## src/design/hav_pkg.sv

```systemverilog
`timescale 1ns / 1ps
// ----------------------------------------------------------------------------
// hav_pkg
// shared fixed-point types, constants and the cordic arctangent table
// ----------------------------------------------------------------------------
package hav_pkg;

    typedef logic signed [63:0] q60_t;
    typedef logic [63:0] u64_t;

    localparam u64_t PI_Q60 = 64'h3243F6A8885A308D;
    localparam u64_t ONE_Q60 = 64'd1 << 60;
    localparam u64_t INV_GAIN_Q60 = 64'd700114967507363238;
    localparam u64_t RADIUS_HUNDREDTH_MM = 64'd637279756085;
    // degrees to radians, q66
    localparam u64_t RAD_PER_DEG_Q66 = ((PI_Q60 / 180) << 6) + (((PI_Q60 % 180) << 6) / 180);
    // offset that lifts any angle difference above zero, 360 degrees at 2^24
    localparam int OFFSET_EXP = 24;
    localparam int MUL_LATENCY = 3;
    localparam int SQRT_STEPS = 32;
    // ceil(2^49 / 100): exact floor division by 100 for dividends below 2^42
    localparam int RECIP_SHIFT = 49;
    localparam u64_t RECIP_100 = ((64'd1 << RECIP_SHIFT) + 64'd99) / 100;

    function automatic u64_t pow2_q(input int e);
        u64_t r;
        r = (e < 0) ? 64'd0 : (64'd1 << e);
        return r;
    endfunction

    // atan(2^-i) in q60 by its power series, truncated term by term
    function automatic u64_t atan_q60(input int i);
        u64_t s;
        if (i == 0)
        begin
            s = PI_Q60 >> 2;
        end
        else
        begin
            s = pow2_q(60 - i) - pow2_q(60 - 3 * i) / 3 + pow2_q(60 - 5 * i) / 5
              - pow2_q(60 - 7 * i) / 7 + pow2_q(60 - 9 * i) / 9
              - pow2_q(60 - 11 * i) / 11 + pow2_q(60 - 13 * i) / 13
              - pow2_q(60 - 15 * i) / 15 + pow2_q(60 - 17 * i) / 17
              - pow2_q(60 - 19 * i) / 19 + pow2_q(60 - 21 * i) / 21
              - pow2_q(60 - 23 * i) / 23 + pow2_q(60 - 25 * i) / 25
              - pow2_q(60 - 27 * i) / 27 + pow2_q(60 - 29 * i) / 29
              - pow2_q(60 - 31 * i) / 31 + pow2_q(60 - 33 * i) / 33
              - pow2_q(60 - 35 * i) / 35 + pow2_q(60 - 37 * i) / 37
              - pow2_q(60 - 39 * i) / 39 + pow2_q(60 - 41 * i) / 41
              - pow2_q(60 - 43 * i) / 43 + pow2_q(60 - 45 * i) / 45
              - pow2_q(60 - 47 * i) / 47 + pow2_q(60 - 49 * i) / 49
              - pow2_q(60 - 51 * i) / 51 + pow2_q(60 - 53 * i) / 53
              - pow2_q(60 - 55 * i) / 55 + pow2_q(60 - 57 * i) / 57
              - pow2_q(60 - 59 * i) / 59;
        end
        return s;
    endfunction

endpackage

```

## src/design/hav_cordic_cell.sv

```systemverilog
`timescale 1ns / 1ps
// ----------------------------------------------------------------------------
// hav_cordic_cell
// one registered cordic micro-rotation, rotation or vectoring mode
// ----------------------------------------------------------------------------
module hav_cordic_cell
    import hav_pkg::*;
#(
    parameter int STAGE = 0,
    parameter bit VECTOR = 1'b0
)
(
    input  logic clk,
    input  q60_t x_in,
    input  q60_t y_in,
    input  q60_t z_in,
    output q60_t x_out,
    output q60_t y_out,
    output q60_t z_out
);

    localparam q60_t ATAN = q60_t'(atan_q60(STAGE));

    q60_t x_reg, y_reg, z_reg;
    q60_t x_next, y_next, z_next;
    q60_t dx, dy;
    logic dir;

    always_comb
    begin
        dx = y_in >>> STAGE;
        dy = x_in >>> STAGE;
        dir = VECTOR ? !(y_in > 0) : (z_in >= 0);
        if (dir)
        begin
            x_next = x_in - dx;
            y_next = y_in + dy;
            z_next = z_in - ATAN;
        end
        else
        begin
            x_next = x_in + dx;
            y_next = y_in - dy;
            z_next = z_in + ATAN;
        end
    end

    always_ff @(posedge clk)
    begin
        x_reg <= x_next;
        y_reg <= y_next;
        z_reg <= z_next;
    end

    assign x_out = x_reg;
    assign y_out = y_reg;
    assign z_out = z_reg;

endmodule

```

## config.mk

```make
export PLATFORM = sky130hd
export DESIGN_NAME = hav_cordic_cell
export DESIGN_NICKNAME = d
export VERILOG_FILES = /design/src/design/hav_pkg.sv /design/src/design/hav_cordic_cell.sv
export SDC_FILE = /design/constraint.sdc
export NUM_CORES = 1
export LEC_CHECK = 0
export BUFFER_PORTS_ARGS = -buffer_cell sky130_fd_sc_hd__buf_2
export CAP_MARGIN = 40
export CORE_ASPECT_RATIO = 1.25
export CORE_MARGIN = 2
export CORE_UTILIZATION = 45
export CTS_CLUSTER_DIAMETER = 50
export DETAILED_ROUTE_END_ITERATION = 16
export PLACE_DENSITY = 0.72
export SLEW_MARGIN = 30
export SYNTH_ARGS = -nofsm -noshare
export SYNTH_HDL_FRONTEND = slang
export SYNTH_SLANG_ARGS = --single-unit
```

## constraint.sdc

```tcl
create_clock -name clk -period 6.5 [get_ports clk]
set_clock_uncertainty 0.05 [all_clocks]
set_input_delay 0.975 -clock clk [delete_from_list [all_inputs] [get_ports clk]]
set_output_delay 0.975 -clock clk [all_outputs]
set_load 0.03 [all_outputs]
```

==> impl_metrics.tcl <==
set metrics [dict create \
    rows 85 \
    num-nets-final 3404 \
    yosysWarnings 0 \
    synth.area.top_cells "dfxtp_1 (20%), ha_1 (16%), a21oi_1 (9.2%), xnor2_1 (6.9%), o21ai_0 (4.9%)" \
    htreeDepth 4 \
    irDropWorstVdd_uv 210 \
    syn_avg_cell_area_um2 7.37 \
    crit_fanout 24 \
    clock-sinks 191 \
    powerDensity_nw_per_um2 242 \
    drc_errors 0 \
    min_path_type "primary input to flop" \
    cts_made_buffers 17 \
    synth-seq-area-share 0.195 \
    status "complete, no violations" \
    wl_um 80600 \
    drt_pass1_iterations 5 \
    yosys-top-cells-count "a21oi_1 (359), ha_1 (252), inv_1 (209)" \
    p_comb_frac 0.500 \
    synth_cell_types 74 \
    async_flop_share 0 \
    p_switching_uw 2550 \
    relSlewSlack 0.386 \
    via_per_inst 6.14 \
    seqPwrFrac 0.287 \
    fp.coreArea_um2 43000 \
    critPathKind "primary input to flop" \
    grt_pass1_vias 21400 \
    cp_num_buf_inv 3 \
    port_buffers 384 \
    antenna_found_initial 3 \
    overflow 0 \
    cts-hold-fix-buffers 0 \
    cts_tree "yes" \
    grt_max_degree 81 \
    num_vias 21700 \
    syn-num-nets 3104 \
    grt_util_all_layers 0.347 \
    cts_buffer_depth 2 \
    drt_iter0_markers 1804 \
    drive_above_1_share 0.157 \
    internal_power_uw 2900 \
    synth_area_um2 19600 \
    finalSetupTns_ns 0 \
    synth_edf_count 0 \
    cp-start-kind "primary input" \
    slowest_delay_ns 0.63 \
    post_cts_buffers 0 \
    slew_violations 0 \
    worstMarginPinSlew_ns 0.917 \
    yosys.area.top_type "dfxtp_1" \
    postRouteAntennaNets 0 \
    min_period_ns 4.76 \
    setup_viol 0 \
    cap_violations 0 \
    fin_crit_sh 0.732 \
    grt_pass1_wl_um 121000 \
    path_cells "buf_4, inv_4, ha_1, a21o_1, a221oi_1, nand2b_1, a221oi_1, nor4b_1, o31ai_1, o31ai_1, clkbuf_2, a21boi_1, o21ai_0, xnor2_1" \
    critPathTopFamily "compound AO/OA/AOI/OAI gates" \
    p_sw_frac 0.468 \
    hold_depth 2 \
    dieArea_um2 45200 \
    critPathCapture "z_out[58]" \
    cts-root-buf "clkbuf_16" \
    rsz0062_at_grt "no" \
    final_util 0.524 \
    dieHeight_um 237 \
    end_kind "flop" \
    cp.depth 14 \
    cts_resized 0 \
    clkTransAtPathRegs_ns 0.08 \
    yosysMostFrequentCell "a21oi_1" \
    finalHoldViolCount 0 \
    routabilityCongestion 1.04 \
    pwr-share-clk 0.213 \
    dpl.hpwl_um 65900 \
    startpoint "z_in[63]" \
    static-leakage-power_uw 0.0104 \
    fmax_ghz 0.210 \
    syn_inst 2655 \
    worst_path_max_delay_cell "a221oi_1" \
    crit_required_ns 6.83 \
    synth.top_cell.area_share 0.195 \
    ys_seq_elements 191 \
    ios 385 \
    arrival_ns 5.08 \
    start_util 0.456 \
    avgRoutedWirePerCell_um 22.8 \
    syn2layout_area_growth_pct 15.1 \
    die_x_um 191 \
    ys.flop_type "dfxtp_1" \
]
logic make-up after synthesis:
group / Yosys count / share of synthesized area
simple gates: 687 / 0.169
buf+inv: 343 / 0.0667
fa+ha+maj: 256 / 0.165
mux: 33 / 0.0169
flops: 191 / 0.195
compound gates: 962 / 0.305
xor+xnor: 183 / 0.0819
flip-flops by register name, summed over array words and instances, names as in the netlist:
name   count
z_out     64
x_out     64
y_out     63
worst min-delay path by stage:
stage                       start  endpoint  slack, ns
after floorplan           z_in[0]  z_out[0]       0.98
after global placement    z_in[0]  z_out[0]       1.12
after detailed placement  z_in[0]  z_out[0]       1.13
after CTS                 z_in[0]  z_out[0]       0.62
after global routing      z_in[0]  z_out[0]       0.65
final                     z_in[0]  z_out[0]       0.64
stage by stage:
stage | hold slack (ns) | setup slack, ns | std cells | total power, uW | cell area (um2)
after floorplan | 0.982 | 1.16 | 2655 | 3380 | 19600
after global placement | 1.12 | 1.46 | 3493 | 4240 | 21800
after detailed placement | 1.13 | 1.37 | 3495 | 4250 | 21800
after CTS | 0.618 | 1.89 | 3527 | 5420 | 22500
after global routing | 0.645 | 1.57 | 3533 | 5690 | 22500
final | 0.639 | 1.74 | 3537 | 5450 | 22500
placed cells by master (no fill, tap or decap), types with 9 or more instances in the layout:
cell	Yosys	layout
buf_2	11	384
a21oi_1	359	359
ha_1	252	252
inv_1	209	209
nor2_1	198	198
o21ai_0	193	192
dfxtp_1	191	191
nand2_1	162	162
xnor2_1	154	154
a21o_1	70	70
o21bai_1	69	69
nand3_1	56	56
nand4_1	55	55
nor3_1	51	51
nor4_1	38	38
o31ai_1	37	37
mux2i_1	33	33
a211oi_1	30	30
xor2_1	29	29
a31oi_1	28	28
nand2b_1	25	25
and3_1	21	21
o211ai_1	21	21
o21a_1	20	20
a21boi_0	19	19
nor2b_1	19	19
clkbuf_16	0	17
buf_4	1	15
or2_2	14	14
and2_1	13	13
a221oi_1	13	13
or3_1	9	9
a311oi_1	9	9
o22ai_1	9	9
layout make-up:
type / count / area [um2]
diodes: 4 / 10.0
well taps: 565 / 707
multi-input cells: 2121 / 14400
repair buffers: 406 / 2110
inverters: 218 / 821
clock inverters: 14 / 174
flip-flops and latches: 191 / 3820
clock buffers: 18 / 439
fillers: 4289 / 20400
power groups by stage:
stage / sequential (uW) / clock (uW) / combinational, uW
2_1_floorplan: 2140 / 0 / 1240
3_3_place_gp: 1590 / 0 / 2650
3_5_place_dp: 1590 / 0 / 2670
4_1_cts: 1560 / 1170 / 2680
5_1_grt: 1580 / 1210 / 2890
6_report: 1560 / 1160 / 2720
layer usage:
| metal | share of wire | global-route usage | vias to the layer above |
|---|---|---|---|
| met5 | 0.00025 | 0 | - |
| met4 | 0.086 | 0.275 | 4 |
| met3 | 0.070 | 0.0493 | 334 |
| met2 | 0.48 | 0.608 | 1190 |
| met1 | 0.36 | 0.371 | 10100 |
| li1 | - | - | 10100 |
Power figures use the tool's default switching activity.
