===== src/design/hav_pkg.sv =====
`timescale 1ns / 1ps
// ----------------------------------------------------------------------------
// hav_pkg
// shared fixed-point types, constants and the cordic arctangent table
// ----------------------------------------------------------------------------
package hav_pkg;

    typedef logic signed [63:0] q60_t;
    typedef logic [63:0] u64_t;

    localparam u64_t PI_Q60 = 64'h3243F6A8885A308D;
    localparam u64_t ONE_Q60 = 64'd1 << 60;
    localparam u64_t INV_GAIN_Q60 = 64'd700114967507363238;
    localparam u64_t RADIUS_HUNDREDTH_MM = 64'd637279756085;
    // degrees to radians, q66
    localparam u64_t RAD_PER_DEG_Q66 = ((PI_Q60 / 180) << 6) + (((PI_Q60 % 180) << 6) / 180);
    // offset that lifts any angle difference above zero, 360 degrees at 2^24
    localparam int OFFSET_EXP = 24;
    localparam int MUL_LATENCY = 3;
    localparam int SQRT_STEPS = 32;
    // ceil(2^49 / 100): exact floor division by 100 for dividends below 2^42
    localparam int RECIP_SHIFT = 49;
    localparam u64_t RECIP_100 = ((64'd1 << RECIP_SHIFT) + 64'd99) / 100;

    function automatic u64_t pow2_q(input int e);
        u64_t r;
        r = (e < 0) ? 64'd0 : (64'd1 << e);
        return r;
    endfunction

    // atan(2^-i) in q60 by its power series, truncated term by term
    function automatic u64_t atan_q60(input int i);
        u64_t s;
        if (i == 0)
        begin
            s = PI_Q60 >> 2;
        end
        else
        begin
            s = pow2_q(60 - i) - pow2_q(60 - 3 * i) / 3 + pow2_q(60 - 5 * i) / 5
              - pow2_q(60 - 7 * i) / 7 + pow2_q(60 - 9 * i) / 9
              - pow2_q(60 - 11 * i) / 11 + pow2_q(60 - 13 * i) / 13
              - pow2_q(60 - 15 * i) / 15 + pow2_q(60 - 17 * i) / 17
              - pow2_q(60 - 19 * i) / 19 + pow2_q(60 - 21 * i) / 21
              - pow2_q(60 - 23 * i) / 23 + pow2_q(60 - 25 * i) / 25
              - pow2_q(60 - 27 * i) / 27 + pow2_q(60 - 29 * i) / 29
              - pow2_q(60 - 31 * i) / 31 + pow2_q(60 - 33 * i) / 33
              - pow2_q(60 - 35 * i) / 35 + pow2_q(60 - 37 * i) / 37
              - pow2_q(60 - 39 * i) / 39 + pow2_q(60 - 41 * i) / 41
              - pow2_q(60 - 43 * i) / 43 + pow2_q(60 - 45 * i) / 45
              - pow2_q(60 - 47 * i) / 47 + pow2_q(60 - 49 * i) / 49
              - pow2_q(60 - 51 * i) / 51 + pow2_q(60 - 53 * i) / 53
              - pow2_q(60 - 55 * i) / 55 + pow2_q(60 - 57 * i) / 57
              - pow2_q(60 - 59 * i) / 59;
        end
        return s;
    endfunction

endpackage


===== src/design/hav_rdiv_cell.sv =====
`timescale 1ns / 1ps
// ----------------------------------------------------------------------------
// hav_rdiv_cell
// one registered compare and subtract step of a division by a constant
// ----------------------------------------------------------------------------
module hav_rdiv_cell
    import hav_pkg::*;
#(
    parameter int W = 34,
    parameter int QW = 1,
    parameter u64_t DIV = 64'd1
)
(
    input  logic clk,
    input  logic [W-1:0] r_in,
    input  logic [QW-1:0] q_in,
    output logic [W-1:0] r_out,
    output logic [QW-1:0] q_out
);

    localparam logic [W-1:0] D = DIV[W-1:0];

    logic [W-1:0] r_reg, r_next;
    logic [QW-1:0] q_reg, q_next;
    logic ge;

    always_comb
    begin
        ge = (r_in >= D);
        r_next = ge ? (r_in - D) : r_in;
        q_next = (q_in << 1) | QW'(ge);
    end

    always_ff @(posedge clk)
    begin
        r_reg <= r_next;
        q_reg <= q_next;
    end

    assign r_out = r_reg;
    assign q_out = q_reg;

endmodule


===== config.mk =====
export PLATFORM = sky130hd
export DESIGN_NAME = hav_rdiv_cell
export DESIGN_NICKNAME = d
export VERILOG_FILES = /design/src/design/hav_pkg.sv /design/src/design/hav_rdiv_cell.sv
export SDC_FILE = /design/constraint.sdc
export NUM_CORES = 1
export LEC_CHECK = 0
export ABC_CLOCK_PERIOD_IN_PS = 2600
export BUFFER_PORTS_ARGS = -buffer_cell sky130_fd_sc_hd__buf_2
export CAP_MARGIN = 20
export CORE_AREA = 2 2 78 50
export CTS_CLUSTER_SIZE = 40
export DETAILED_ROUTE_END_ITERATION = 8
export DIE_AREA = 0 0 80 52
export GPL_ROUTABILITY_DRIVEN = 0
export PLACE_DENSITY_LB_ADDON = 0.1
export SLEW_MARGIN = 15
export SYNTH_ARGS = -nofsm -noshare
export SYNTH_HDL_FRONTEND = slang
export SYNTH_SLANG_ARGS = --single-unit

===== constraint.sdc =====
create_clock -name clk -period 2.6 [get_ports clk]
set_input_delay 0 -clock clk [delete_from_list [all_inputs] [get_ports clk]]
set_output_delay 0 -clock clk [all_outputs]
set_load 0.03 [all_outputs]

==> flow_results.org <==
** Clock tree
- Clock tree from TritonCTS :: yes
- Root buffer selected by CTS :: clkbuf_8
- Clock tree synthesis inserted a total of 5 buffers.
- Clock transition at path regs :: 0.07 ns
- In this run the post-CTS setup repair buffer count came out at 0.
- Clk buf depth :: 2
- TritonCTS sink count :: 35
- # H-tree levels :: 2

** Job
- Across the run, the number of max-cap violations was 0.

** Cells and area
- Cells with a size suffix above 1 make up 37.0% of the layout.
- Final Util :: 67.7%
- Counting the fill cells in the layout gives 281.
- The number of antenna diodes in the final layout is 0.
- Final-stage net count :: 294
- Area growth from synthesis to final layout :: 53.8%
- Registers take 701 sq um.
- In the layout the commonest cells are buf_2, dfxtp_1, dlygate4sd3_1, xor2_1, nor2_1.
- The library cell used most frequently in the layout, excluding fill and tap cells, is buf_2.
- Area taken by multi-input logic gates :: 821 sq um

** Synthesis
- The number of nets handed over by synthesis was 187.
- Sequential cell area fraction in the yosys report :: 45.6%
- Counting every instance in the synthesized netlist gives 149.
- Post-Synthesis Cell Area :: 1540 sq um
- After synthesis the netlist holds a flip-flop and latch count of 35.
- Syn Area/Cell :: 10.3 sq um
- Summing the areas of all xor and xnor instances in the mapped netlist gives 16.5% of the synthesized area.
- Summing the areas of all compound-gate instances in the mapped netlist gives 4.40% of the synthesized area.
- Post-synth top area share :: 45.6%
- Proportion of synthesized area in mux cells :: 1.39%
- By area, the combinational part of the netlist is dominated by simple AND/OR/NAND/NOR gates.
- Simple-gate share of the synthesized area :: 29.2%
- The netlist uses 35 different library cells.
- Adder-cell area share of the yosys netlist :: 1.63%
- Leading post-synthesis cells by cell area :: dfxtp_1, xor2_1, xnor2_1
- The synthesized design spends more area on one cell type than any other, namely dfxtp_1.
- For this run, the number of Yosys warnings is 0.

** Placed design
- Placed wire-length estimate after detailed placement :: 2.71 mm
- The count of buffers added on input and output ports is 69.

** Worst hold path
- Hold crit path type :: in2reg
- Counting instances, the worst hold path has a depth of 2.

** Pwr
- In this run switching power makes up 26.1% of total power.
- Peak supply drop :: 0.317 mV
- Switching power of the nets :: 317 uW
- Relative contribution of combinational cells to total power :: 18.1%
- Register share of total power :: 47.1%
- Clock group share of total power :: 34.8%
- Leakage Power :: 1.04 nW
- The internal portion of the total power is 900 uW.
- Ratio of total power to cell area :: 516 nW/um^2

** Critical path
- Count of cell instances traversed by the critical path :: 8
- Together, buffers and inverters on the worst path number 3.
- CP peak stage delay :: 0.62 ns
- Largest fanout on the critical path :: 8
- STA classifies the critical path endpoint as a flop.
- Counting stages on the worst path, the most repeated cell is or4b_4.
- The critical path in this run is classified as in2reg.
- The critical path goes through dlygate4sd3_1, buf_2, or4b_4, or4b_4, nor3_4, inv_2, nand3_1, xnor2_1.
- The worst setup path is launched from a primary input.
- Data on the critical path arrives at its endpoint at 2.72 ns.
- For this design, the slowest cell found on the critical path is or4b_4.
- Worst path required time :: 2.80 ns
- Top Family by Delay on Critical Path :: simple AND/OR/NAND/NOR gates

** Floorplan
- The die is 80 um wide.
- The floorplan step set the die height to 52 um.
- Area of the die :: 4160 sq um
- Placement Rows :: 17
- The initial utilization of the core area, before any placement, comes to 44.0%.
- During I/O placement, the number of pins put on the boundary was 71.
- After floorplanning, the core was sized to cover 3490 sq um.

** GRT
- Initial antenna violation count :: 0
- The number of global-route vias before repair is 1375.
- The first global-routing pass estimated 6.15 mm of wire.
- Largest net degree at the start of global routing :: 12
- GRT overflow :: 0
- Across every metal layer, demand over resource in global routing totals 19.6%.

** Route
- In the routed design, unresolved DRC markers number 0.
- Summing over every cut layer, the via total after detailed routing is 1435.
- Average wire length per cell after detail routing :: 12.7 um
- Initial DRC Count :: 40
- In this run the remaining antenna-violating nets after routing total 0.
- Detailed-route wire length :: 3.85 mm
- Count of TritonRoute iterations in the first routing pass :: 4
- Average via count per standard cell :: 4.72

** Timing
- Normalized max-slew margin :: 62.7%
- Number of failing setup endpoints in the final timing report :: 0
- Peak clock frequency supported by timing :: 397 MHz
- The final critical path takes up 96.8% of the cycle.
- Minimum clock period :: 2.52 ns
- Slew Limit Fails :: 0
- Sum Neg Setup Slack :: 0 ns
- Final count of hold timing violations :: 0
- RSZ-0062 raised after global routing :: no
- For the pin with the worst max-slew slack, the measured transition is 0.555 ns.

** Status
- The run finished with clean final reports.
==> final timing paths <==
| kind | startpoint | to | slack, ns |
|---|---|---|---|
| setup / recovery | r_in[2] | r_out[7] | 0.08 |
| hold / removal | r_in[32] | r_out[32] | 0.02 |
==> metrics by stage <==
stage                     total power, mW  hold WS (ns)  instance area [sq um]  std cells  setup WS [ns]
after CTS                            1.23       0.00183                   2360        304         0.0908
final                                1.22        0.0185                   2360        304         0.0824
after detailed placement            0.768         0.213                   1930        264          0.172
after global placement              0.764         0.209                   1930        264          0.231
after global routing                 1.28       0.00408                   2360        304         0.0378
after floorplan                     0.686        0.0966                   1540        149          0.472
==> repair_timing <==
item	CTS	global route
setup endpoints to repair	0	1
hold endpoints to repair	32	0
hold buffers	32	0
resized for setup	0	1
==> cell families (layout without fill, tap and decap cells) <==
family / after synthesis / count (layout)
buf+inv: 4 / 112
simple gates: 70 / 70
compound gates: 7 / 7
flops: 35 / 35
xor+xnor: 29 / 29
mux: 2 / 2
fa+ha+maj: 2 / 2
==> power by group through the flow <==
stage | clock network (mW) | logic, mW | registers, mW
after floorplan | 0 | 0.0355 | 0.650
after global placement | 0 | 0.180 | 0.584
after detailed placement | 0 | 0.182 | 0.586
after CTS | 0.439 | 0.219 | 0.574
after global routing | 0.466 | 0.236 | 0.576
final | 0.424 | 0.220 | 0.574
==> registers in the layout, summed over array words and instances (netlist names) <==
name   count
r_out     34
q_out      1
==> area by class of cell <==
class,instances,area share (%)
clock inverters,1,0.318
clock buffers,7,4.08
inverters,3,0.477
well taps,47,2.49
repair buffers,101,28.2
multi-input cells,110,34.8
flip-flops and latches,35,29.7
==> synthesized netlist by cell type <==
master and number:
nor3_1 10, or4_4 2, nand3_1 2, xor2_1 19
xnor2_1 10, nor4b_1 1, or3_2 2, o31a_2 1
buf_4 1, nor2_1 15, or3_1 5, a211oi_2 1
inv_2 1, or4b_4 2, nor4b_4 1, mux2_2 1
inv_1 2, nand4_1 2, o31ai_1 1, nor4b_2 1
o21ai_0 1, dfxtp_1 35, o21bai_4 1, nand2_1 10
and3_1 1, nor4_2 1, or4_2 1, nand2b_1 3
nor3_4 2, ha_1 2, mux2i_1 1, a21oi_1 1
o41ai_1 1, nor4_1 7, or4_1 2
==> per-layer routing <==
metal | vias to the layer above | part of all wire, % | global-route usage (%)
li1 | 742 | - | -
met4 | 0 | 1.2 | 5.93
met1 | 636 | 49 | 24.9
met2 | 51 | 44 | 31.9
met3 | 6 | 6.4 | 6.60
met5 | - | 0 | 0
No activity file was read; power rests on OpenSTA's default activity.
