[src/design/hav_pkg.sv]
`timescale 1ns / 1ps
// ----------------------------------------------------------------------------
// hav_pkg
// shared fixed-point types, constants and the cordic arctangent table
// ----------------------------------------------------------------------------
package hav_pkg;

    typedef logic signed [63:0] q60_t;
    typedef logic [63:0] u64_t;

    localparam u64_t PI_Q60 = 64'h3243F6A8885A308D;
    localparam u64_t ONE_Q60 = 64'd1 << 60;
    localparam u64_t INV_GAIN_Q60 = 64'd700114967507363238;
    localparam u64_t RADIUS_HUNDREDTH_MM = 64'd637279756085;
    // degrees to radians, q66
    localparam u64_t RAD_PER_DEG_Q66 = ((PI_Q60 / 180) << 6) + (((PI_Q60 % 180) << 6) / 180);
    // offset that lifts any angle difference above zero, 360 degrees at 2^24
    localparam int OFFSET_EXP = 24;
    localparam int MUL_LATENCY = 3;
    localparam int SQRT_STEPS = 32;
    // ceil(2^49 / 100): exact floor division by 100 for dividends below 2^42
    localparam int RECIP_SHIFT = 49;
    localparam u64_t RECIP_100 = ((64'd1 << RECIP_SHIFT) + 64'd99) / 100;

    function automatic u64_t pow2_q(input int e);
        u64_t r;
        r = (e < 0) ? 64'd0 : (64'd1 << e);
        return r;
    endfunction

    // atan(2^-i) in q60 by its power series, truncated term by term
    function automatic u64_t atan_q60(input int i);
        u64_t s;
        if (i == 0)
        begin
            s = PI_Q60 >> 2;
        end
        else
        begin
            s = pow2_q(60 - i) - pow2_q(60 - 3 * i) / 3 + pow2_q(60 - 5 * i) / 5
              - pow2_q(60 - 7 * i) / 7 + pow2_q(60 - 9 * i) / 9
              - pow2_q(60 - 11 * i) / 11 + pow2_q(60 - 13 * i) / 13
              - pow2_q(60 - 15 * i) / 15 + pow2_q(60 - 17 * i) / 17
              - pow2_q(60 - 19 * i) / 19 + pow2_q(60 - 21 * i) / 21
              - pow2_q(60 - 23 * i) / 23 + pow2_q(60 - 25 * i) / 25
              - pow2_q(60 - 27 * i) / 27 + pow2_q(60 - 29 * i) / 29
              - pow2_q(60 - 31 * i) / 31 + pow2_q(60 - 33 * i) / 33
              - pow2_q(60 - 35 * i) / 35 + pow2_q(60 - 37 * i) / 37
              - pow2_q(60 - 39 * i) / 39 + pow2_q(60 - 41 * i) / 41
              - pow2_q(60 - 43 * i) / 43 + pow2_q(60 - 45 * i) / 45
              - pow2_q(60 - 47 * i) / 47 + pow2_q(60 - 49 * i) / 49
              - pow2_q(60 - 51 * i) / 51 + pow2_q(60 - 53 * i) / 53
              - pow2_q(60 - 55 * i) / 55 + pow2_q(60 - 57 * i) / 57
              - pow2_q(60 - 59 * i) / 59;
        end
        return s;
    endfunction

endpackage

[src/design/hav_sqrt_cell.sv]
`timescale 1ns / 1ps
// ----------------------------------------------------------------------------
// hav_sqrt_cell
// one registered digit of a floor square root, two input bits per cell
// ----------------------------------------------------------------------------
module hav_sqrt_cell
    import hav_pkg::*;
#(
    parameter int STEP = 0
)
(
    input  logic clk,
    input  u64_t v_in,
    input  u64_t res_in,
    output u64_t v_out,
    output u64_t res_out
);

    localparam u64_t BIT = 64'd1 << (62 - 2 * STEP);

    u64_t v_reg, res_reg;
    u64_t v_next, res_next;
    u64_t trial;

    always_comb
    begin
        trial = res_in + BIT;
        if (v_in >= trial)
        begin
            v_next = v_in - trial;
            res_next = (res_in >> 1) + BIT;
        end
        else
        begin
            v_next = v_in;
            res_next = res_in >> 1;
        end
    end

    always_ff @(posedge clk)
    begin
        v_reg <= v_next;
        res_reg <= res_next;
    end

    assign v_out = v_reg;
    assign res_out = res_reg;

endmodule

[config.mk]
export PLATFORM = sky130hd
export DESIGN_NAME = hav_sqrt_cell
export DESIGN_NICKNAME = d
export VERILOG_FILES = /design/src/design/hav_pkg.sv /design/src/design/hav_sqrt_cell.sv
export SDC_FILE = /design/constraint.sdc
export NUM_CORES = 1
export LEC_CHECK = 0
export CORE_MARGIN = 2
export CORE_UTILIZATION = 25
export CTS_CLUSTER_DIAMETER = 50
export DETAILED_ROUTE_END_ITERATION = 16
export DONT_BUFFER_PORTS = 1
export GPL_ROUTABILITY_DRIVEN = 0
export GPL_TIMING_DRIVEN = 0
export PLACE_DENSITY_LB_ADDON = 0.2
export SLEW_MARGIN = 10
export SYNTH_ARGS = -nofsm -noshare
export SYNTH_HDL_FRONTEND = slang
export SYNTH_SLANG_ARGS = --single-unit
export TNS_END_PERCENT = 10
[constraint.sdc]
create_clock -name clk -period 3.77 [get_ports clk]
set_input_delay 0.1885 -clock clk [delete_from_list [all_inputs] [get_ports clk]]
set_output_delay 0.1885 -clock clk [all_outputs]
set_load 0.005 [all_outputs]
==> metrics, run 1 <==
Max Fclk about 290 MHz; status completed; Yosys top cell area share 0.350; Crit. End Element flop; vias per cell between 4 and 5; largest family of logic cells by synthesized area compound AO/OA/AOI/OAI gates; final hold vios 0; Post-synth EDFFs 0; Net Count, Synth 1079; total power ~4.4 mW; Nets approximately 1200; syn_area_per_cell 8.28 sq um; Final Non-Filler Cells between 1000 and 1500; Clock Sinks 128; synth top area cells dfxtp_1, ha_1, a21oi_1, a21o_1, xnor2_1; Die Ht between 150 and 200 um; post-layout util 0.336; DR iter-0 viols 426; Placed Area just under 8000 sq um; Synth Area in Adders 0.112; pin count of the biggest net entering global routing 17; Slew Viols, Final 0; YS warnings 0; ys flop type dfxtp_1; Syn Std Cell Area approximately 7300 sq um; crit share post-route 0.921; CTS Buf Count 17; initial antenna violation count 0; setup violators final 0; Tightest Pin Transition around 0.76 ns; # DRC 0; drt total wl around 25000 um; CTS root buffer clkbuf_16; first-pass GRT wire length about 38000 um; Pleak roughly 4.4 nW; Synth Area in XOR/XNOR 0.0669; crit path time final roughly 3.5 ns; mux share of post-synthesis cell area 0.0229; CP Class primary input to flop; post-route ant nets 0; num rows a little over 60; Relative slew margins 0.487; Async S/R FF share, synth 0; area of all placed cells without fillers between 9000 and 10000 sq um; GRT Resource Usage Total 0.160; Setup WS pre-CTS -0.540 ns; I/O Buffers 0; DP HPWL between 15000 and 20000 um; Initial Util 0.255; setup bufs post-CTS 0; vias in the first global route ~7000; #FFs+latches synth 128; sequential share of the synthesized area 0.350; H-tree levels 4; # diodes 0; area grow syn2layout 32.1%; Tightest Hold Check Type primary input to flop; Worst VDD drop 0.000281 V; gr ovfl total 0; clock buffer depth 2; Clk pin slew, worst setup/hold paths about 0.06 ns; 1st-pass router iterations 5; RSZ-0062 raised after global routing false; post-synth top area cell dfxtp_1; via count of the routed design 6746; Max Cap Viol 0; layout cells sized above 1 0.0594; CP max FO 5; CTS tree built; Die X 175 um; Required @ worst endpoint 4.10 ns; Yosys cell types 58; Synth top cells by count dfxtp_1, a21oi_1, nor2_1; Worst setup SP type primary input; Simple-Gate Fraction of Synth Area 0.155; Placed Cells incl. Taps ~1300; setup ws final around 0.30 ns; Ports between 200 and 300; synthesized instance count around 890; P per Cell Area around 460 nW/um^2; core area 28800 sq um; Die Area roughly 30000 sq um; WL/cell ~17 um; fill cell count about 3000; count leader, synth dfxtp_1; Data arrival, critical path between 3 and 4 ns; Synth Area in Compound Gates 0.233
-- where the power goes --
part           leakage [nW]  total [mW]  internal [mW]  switching [mW]
Clock                 0.294        1.72           1.07           0.648
Sequential             1.08        1.64           1.54           0.102
Combinational          2.98        1.07          0.468           0.603
Total                  4.36        4.43           3.08            1.35
-- path summary, 6_finish.rpt --
| path | end | slack (ns) | depth (start not counted) | from |
|---|---|---|---|---|
| worst min-delay path | v_out[0]$_DFF_P_ | 0.03 | 2 | res_in[0] |
| worst max-delay path | v_out[60]$_DFF_P_ | 0.30 | 13 | v_in[0] |
-- cell type report --
cell class,count,area (sq um),area share
well taps,384,480,0.0496
multi-input cells,642,4330,0.447
flip-flops and latches,128,2560,0.265
plain buffers,37,155,0.0160
repair buffers,126,1260,0.130
clock buffers,22,464,0.0480
clock inverters,10,135,0.0140
inverters,78,293,0.0303
-- flip-flops by register name, summed over array words and instances, names as in the netlist --
signal	count
v_out	64
res_out	64
-- what timing repair did --
item,CTS,global route
resized for setup,1,1
pin swaps,0,1
setup endpoints to repair,29,5
hold buffers,126,0
endpoints found under the hold margin,126,0
-- cell families (layout without fill, tap and decap cells) --
kind of cell | after synthesis | count (layout)
compound gates | 272 | 272
xor+xnor | 56 | 56
fa+ha+maj | 65 | 65
buf+inv | 115 | 273
flops | 128 | 128
mux | 15 | 15
simple gates | 234 | 234
-- critical path, cell delays in order --
cell	delay (ns)
inv_1	0.04
ha_1	0.19
fa_1	0.23
nand2b_1	0.14
a21oi_1	0.11
o41ai_2	0.56
nand4bb_1	0.27
a31oi_1	0.35
o21ai_1	0.22
a21oi_1	0.63
o21ai_0	0.36
and4_1	0.30
nor3_1	0.21
-- per-stage QoR --
| stage | TNS [ns] | hold WS, ns |
|---|---|---|
| after floorplan | 0 | 0.216 |
| after global placement | -18.29 | 0.216 |
| after detailed placement | -21.30 | 0.216 |
| after CTS | 0 | 0.00826 |
| after global routing | 0 | 0.0567 |
| final | 0 | 0.0280 |
-- cells in the final DEF (no fill, tap or decap), types with 4 or more instances in the layout --
cell type,instances
buf_2,11
dfxtp_1,128
o31a_1,5
nor2_1,82
xor2_1,20
and2_1,10
mux2_1,4
nand2_1,52
a31oi_1,7
o21ai_0,40
a21o_1,49
clkinv_2,4
or3_1,4
dlygate4sd3_1,126
clkbuf_16,17
nor2b_1,10
o21a_1,7
xnor2_1,36
inv_1,78
clkbuf_1,27
a21oi_1,111
nand4_1,18
o211ai_1,7
o21bai_1,11
a21boi_0,5
mux2_2,10
and3_1,13
nor3_1,11
or2_2,4
a211oi_1,4
ha_1,64
a41oi_1,5
nand3_1,14
-- routing by layer --
layer	up-vias	share of wire	track usage
li1	3385	-	-
met1	3120	0.47	0.213
met2	226	0.46	0.260
met3	15	0.060	0.0350
met4	0	0.011	0.0462
met5	-	0	0
Note: power is estimated with default switching activity, not from simulation.
==> run 2, diff against run 1 <==
- CTS_BUF_LIST: unset -> sky130_fd_sc_hd__clkbuf_8 sky130_fd_sc_hd__clkbuf_16
- PLACE_DENSITY_LB_ADDON: 0.2 -> unset
==> run 2 against run 1 <==
  * Count of clock-buffer cells in the layout down 3
  * Combinational power about the same
  * Sequential share of layout area down 0.13 points
  * Design area up 0.48%
  * Sequential cell count unchanged
  * Critical endpoint is now v_out[6]$_DFF_P_
==> metrics, run 2 (synthesized netlist as in run 1, its figures left out) <==
# diodes 0; WL/cell around 18 um; H-tree levels 4; crit path time final 3.46 ns; most common cell after layout, fill and taps aside dfxtp_1; Crit. End Element flop; met2 Use GR 0.268; GRT met1 Usage 0.205; pin count of the biggest net entering global routing 17; Clk pin slew, worst setup/hold paths around 0.06 ns; Sw Ratio 0.310; total power ~4.6 mW; CTS tree built; Critical Path Sink v_out[6]$_DFF_P_; Worst setup SP type primary input; vias in the first global route between 7000 and 8000; most frequent cells in the layout dfxtp_1, dlygate4sd3_1, a21oi_1; crit path from v_in[0]; power share of the clock group 0.403; # DRC 0; initial antenna violation count 0; crit share post-route 0.917; Die X between 150 and 200 um; I/O Buffers 0; met3 usage 0.0466; vias per cell slightly below 5; Die Area between 30000 and 40000 sq um; Relative slew margins 0.487; CP Class primary input to flop; area grow syn2layout 32.7%; Die Ht 175 um; Max Cap Viol 0; setup violators final 0; Worst VDD drop 0.000272 V; Slew Viols, Final 0; post-route ant nets 0; Tightest Hold Check Type primary input to flop; P per Cell Area between 400 and 500 nW/um^2; DR iter-0 viols between 500 and 600; post-layout util 0.338; Tightest Pin Transition 0.760 ns; Final Non-Filler Cells 1428; clock buffer depth 2; Initial Util 0.255; Data arrival, critical path about 3.8 ns; drt total wl between 20000 and 30000 um; Setup WS pre-CTS -0.281 ns; status completed; GRT Resource Usage Total 0.165; Ports between 200 and 300; RSZ-0062 raised after global routing false; setup ws final ~0.31 ns; DP HPWL approximately 19000 um; first-pass GRT wire length just under 40000 um; Comb power frac 0.237; core area roughly 29000 sq um; gr ovfl total 0; Pleak between 4 and 5 nW; gr busiest metal met2; num rows 62; Max Fclk around 290 MHz; final hold vios 0; CP max FO 10; Seq pwr share 0.360; via count of the routed design roughly 7000; internal power ~3.1 mW; Placed Cells incl. Taps roughly 1300; Psw 1.41 mW; Clock Sinks 128; CTS root buffer clkbuf_16; CTS Buf Count 17; Nets 1225; Required @ worst endpoint 4.12 ns; layout cells sized above 1 0.0613; 1st-pass router iterations 6
-- run 2: power groups by stage --
stage,logic (mW),clock network [mW],registers [mW]
3_3_place_gp,0.948,0,1.67
3_5_place_dp,0.957,0,1.67
5_1_grt,1.21,1.93,1.65
2_1_floorplan,0.728,0,1.63
4_1_cts,1.08,1.87,1.64
6_report,1.08,1.84,1.64
-- run 2: critical path, cell delays in order --
cell and delay (ns):
inv_1 0.02, ha_1 0.22, fa_1 0.41, nand2b_1 0.19, a21oi_1 0.24, o41ai_1 0.18, nor4bb_1 0.20, nor3_2 0.29
o21ai_1 0.18, o41ai_4 0.60, buf_2 0.47, buf_2 0.35, nor2_1 0.07, a21oi_1 0.17
-- run 2: how the worst min path moves through the flow --
stage                     slack [ns]       start  depth (start not counted)             endpoint
after CTS                       0.03    v_in[63]                          3    v_out[63]$_DFF_P_
final                           0.04    v_in[63]                          3    v_out[63]$_DFF_P_
after floorplan                 0.22   res_in[1]                          0   res_out[0]$_DFF_P_
after detailed placement        0.22   res_in[9]                          0   res_out[8]$_DFF_P_
after global placement          0.22  res_in[14]                          0  res_out[13]$_DFF_P_
after global routing            0.06    v_in[63]                          3    v_out[63]$_DFF_P_
-- run 2: repair_timing --
item	CTS	global route
endpoints found under the hold margin	126	0
buffers inserted	0	0
setup endpoints to repair	0	28
gates resized for setup	0	3
hold buffers	127	0
-- run 2: layer usage --
metal	wire length, um	up-vias	share of wire
met1	11100	3238	0.43
met4	684	0	0.027
li1	-	3394	-
met5	0	-	0
met2	11900	307	0.47
met3	1900	46	0.075
-- run 2: final cells by class --
class / instances / area, sq um
Fill cell: 2931 / 19100
Multi-Input combinational cell: 642 / 4320
Sequential cell: 128 / 2560
Timing Repair Buffer: 127 / 1270
Tap cell: 384 / 480
Clock buffer: 19 / 453
Inverter: 78 / 293
Clock inverter: 13 / 186
Buffer: 37 / 155
-- run 2: stage by stage --
stage	hold WS [ns]	setup TNS (ns)	cell area, sq um
final	0.0353	0	9720
after global routing	0.0619	0	9720
after CTS	0.0272	0	9720
after detailed placement	0.216	-9.51	7810
after global placement	0.216	-8.86	7810
after floorplan	0.216	0	7330
==> run 3, diff against run 2 <==
- REMOVE_ABC_BUFFERS: unset -> 1
==> run 3 against run 2 <==
  * Non-clock buffer count fell by 29
  * Clock power fell by 8%
  * Core utilization fell by 0.38 points
  * Power fell by 3.6%
  * Sequential cell count did not move
  * Design area fell by 1.1%
  * Count of clock-buffer cells in the layout fell by 1
  * Via count fell by 4.4%
  * Largest power group unchanged
==> metrics, run 3 (synthesized netlist as in run 1, its figures left out) <==
status completed; first-pass GRT wire length roughly 38000 um; Placed Cells incl. Taps 1240; setup violators final 0; via count of the routed design roughly 6700; num rows between 60 and 70; Ports around 260; Nets between 1000 and 1500; Worst setup SP type primary input; Data arrival, critical path about 3.7 ns; pin count of the biggest net entering global routing 18; vias per cell between 4 and 5; internal power 3.07 mW; Placed Area a little under 8000 sq um; WP buf/inv 1; WL/cell 17.6 um; P per Cell Area about 460 nW/um^2; most common cell after layout, fill and taps aside dfxtp_1; Setup TNS 0 ns; Tightest Pin Transition 0.710 ns; area of all placed cells without fillers 9610 sq um; CTS tree built; Final Hold Slack between 0.03 and 0.04 ns; CP Class primary input to flop; Pleak between 4 and 5 nW; Psw 1.33 mW; Initial Util 0.255; Max Fclk between 200 and 300 MHz; Relative slew margins 0.522; Sw Ratio 0.302; crit share post-route 0.885; fill cell count between 2000 and 3000; Top Layer Used met4; H-tree levels 4; multi-input logic area about 4300 sq um; Sequential cell area between 2000 and 3000 sq um; RSZ-0062 raised after global routing false; Clock Sinks 128; Top delay family on crit path compound AO/OA/AOI/OAI gates; CTS root buffer clkbuf_16; final hold vios 0; Die X between 150 and 200 um; Detail Route met2 WL approximately 12000 um; crit path time final roughly 3.3 ns; vias in the first global route around 6900; layout cells sized above 1 0.0571; Setup WS pre-CTS -0.511 ns; area grow syn2layout 31.2%; CP max FO 5; GRT Resource Usage Total 0.159; Clk pin slew, worst setup/hold paths 0.06 ns; DR iter-0 viols 274; Die Area 30700 sq um; initial antenna violation count 0; Seq pwr share 0.374; # diodes 0; Required @ worst endpoint 4.10 ns; post-layout util 0.334; I/O Buffers 0; Comb power frac 0.241; gr ovfl total 0; drt total wl between 20000 and 25000 um; Final Non-Filler Cells between 1000 and 1500; CP most frequent cell a21oi_1; met1 wire length a little over 10000 um; setup ws final 0.434 ns; post-route ant nets 0; Max Cap Viol 0; clock buffer depth 2; DP HPWL around 18000 um; # DRC 0; CP max stage delay about 0.60 ns; Tightest Hold Check Type primary input to flop; Crit. End Element flop; core area between 20000 and 30000 sq um; CTS Buf Count 17; routed wl met3 1900 um; total power 4.40 mW; Die Ht around 180 um; critical path cell sequence inv_1, ha_1, fa_1, nand2b_1, a21oi_1, o41ai_2, nand4bb_1, a31oi_1, o21ai_1, a21oi_1, o21ai_0, and4_1, nor3_1; 1st-pass router iterations 4; power share of the clock group 0.385; Slew Viols, Final 0; most frequent cells in the layout dfxtp_1, dlygate4sd3_1, a21oi_1; Slowest cell on crit path a21oi_1; Worst VDD drop between 0.0002 and 0.0003 V
## run 3: changes by cell type in the layout (fill, tap and decap cells not counted), moves of 4 or more
cell      change
buf_2        -11
clkbuf_1     -24
clkinv_2      +4
buf_6         +7
## run 3: cell type report
type / instances / share of cell area
multi-input combinational: 642 / 0.450
sequential: 128 / 0.267
timing repair buffer: 135 / 0.142
tap: 384 / 0.0500
clock buffer: 18 / 0.0457
inverter: 78 / 0.0305
clock inverter: 14 / 0.0156
## run 3: final timing paths
| check | start | to | slack (ns) | cells past startpoint |
|---|---|---|---|---|
| min | res_in[1] | v_out[1]$_DFF_P_ | 0.03 | 2 |
| max | v_in[0] | v_out[60]$_DFF_P_ | 0.43 | 13 |
## run 3: layer usage
metal  GRT usage  vias up
met5           0        -
met4      0.0392        0
met3      0.0498       19
met2       0.284      233
met1       0.182     3091
li1            -     3334
## run 3: what timing repair did
item                                    4_1_cts  5_1_grt
endpoints found under the setup margin        1        1
setup buffers                                 1        0
pin swaps                                     1        0
gates resized for setup                       0        1
hold endpoints to repair                    127        0
hold buffers                                126        0
## run 3: power groups by stage
stage / clock network [mW] / logic [mW] / registers (mW)
floorplan: 0 / 0.725 / 1.63
global placement: 0 / 0.927 / 1.68
detailed placement: 0 / 0.942 / 1.67
CTS: 1.74 / 1.06 / 1.65
global route: 1.81 / 1.18 / 1.66
finish: 1.69 / 1.06 / 1.64
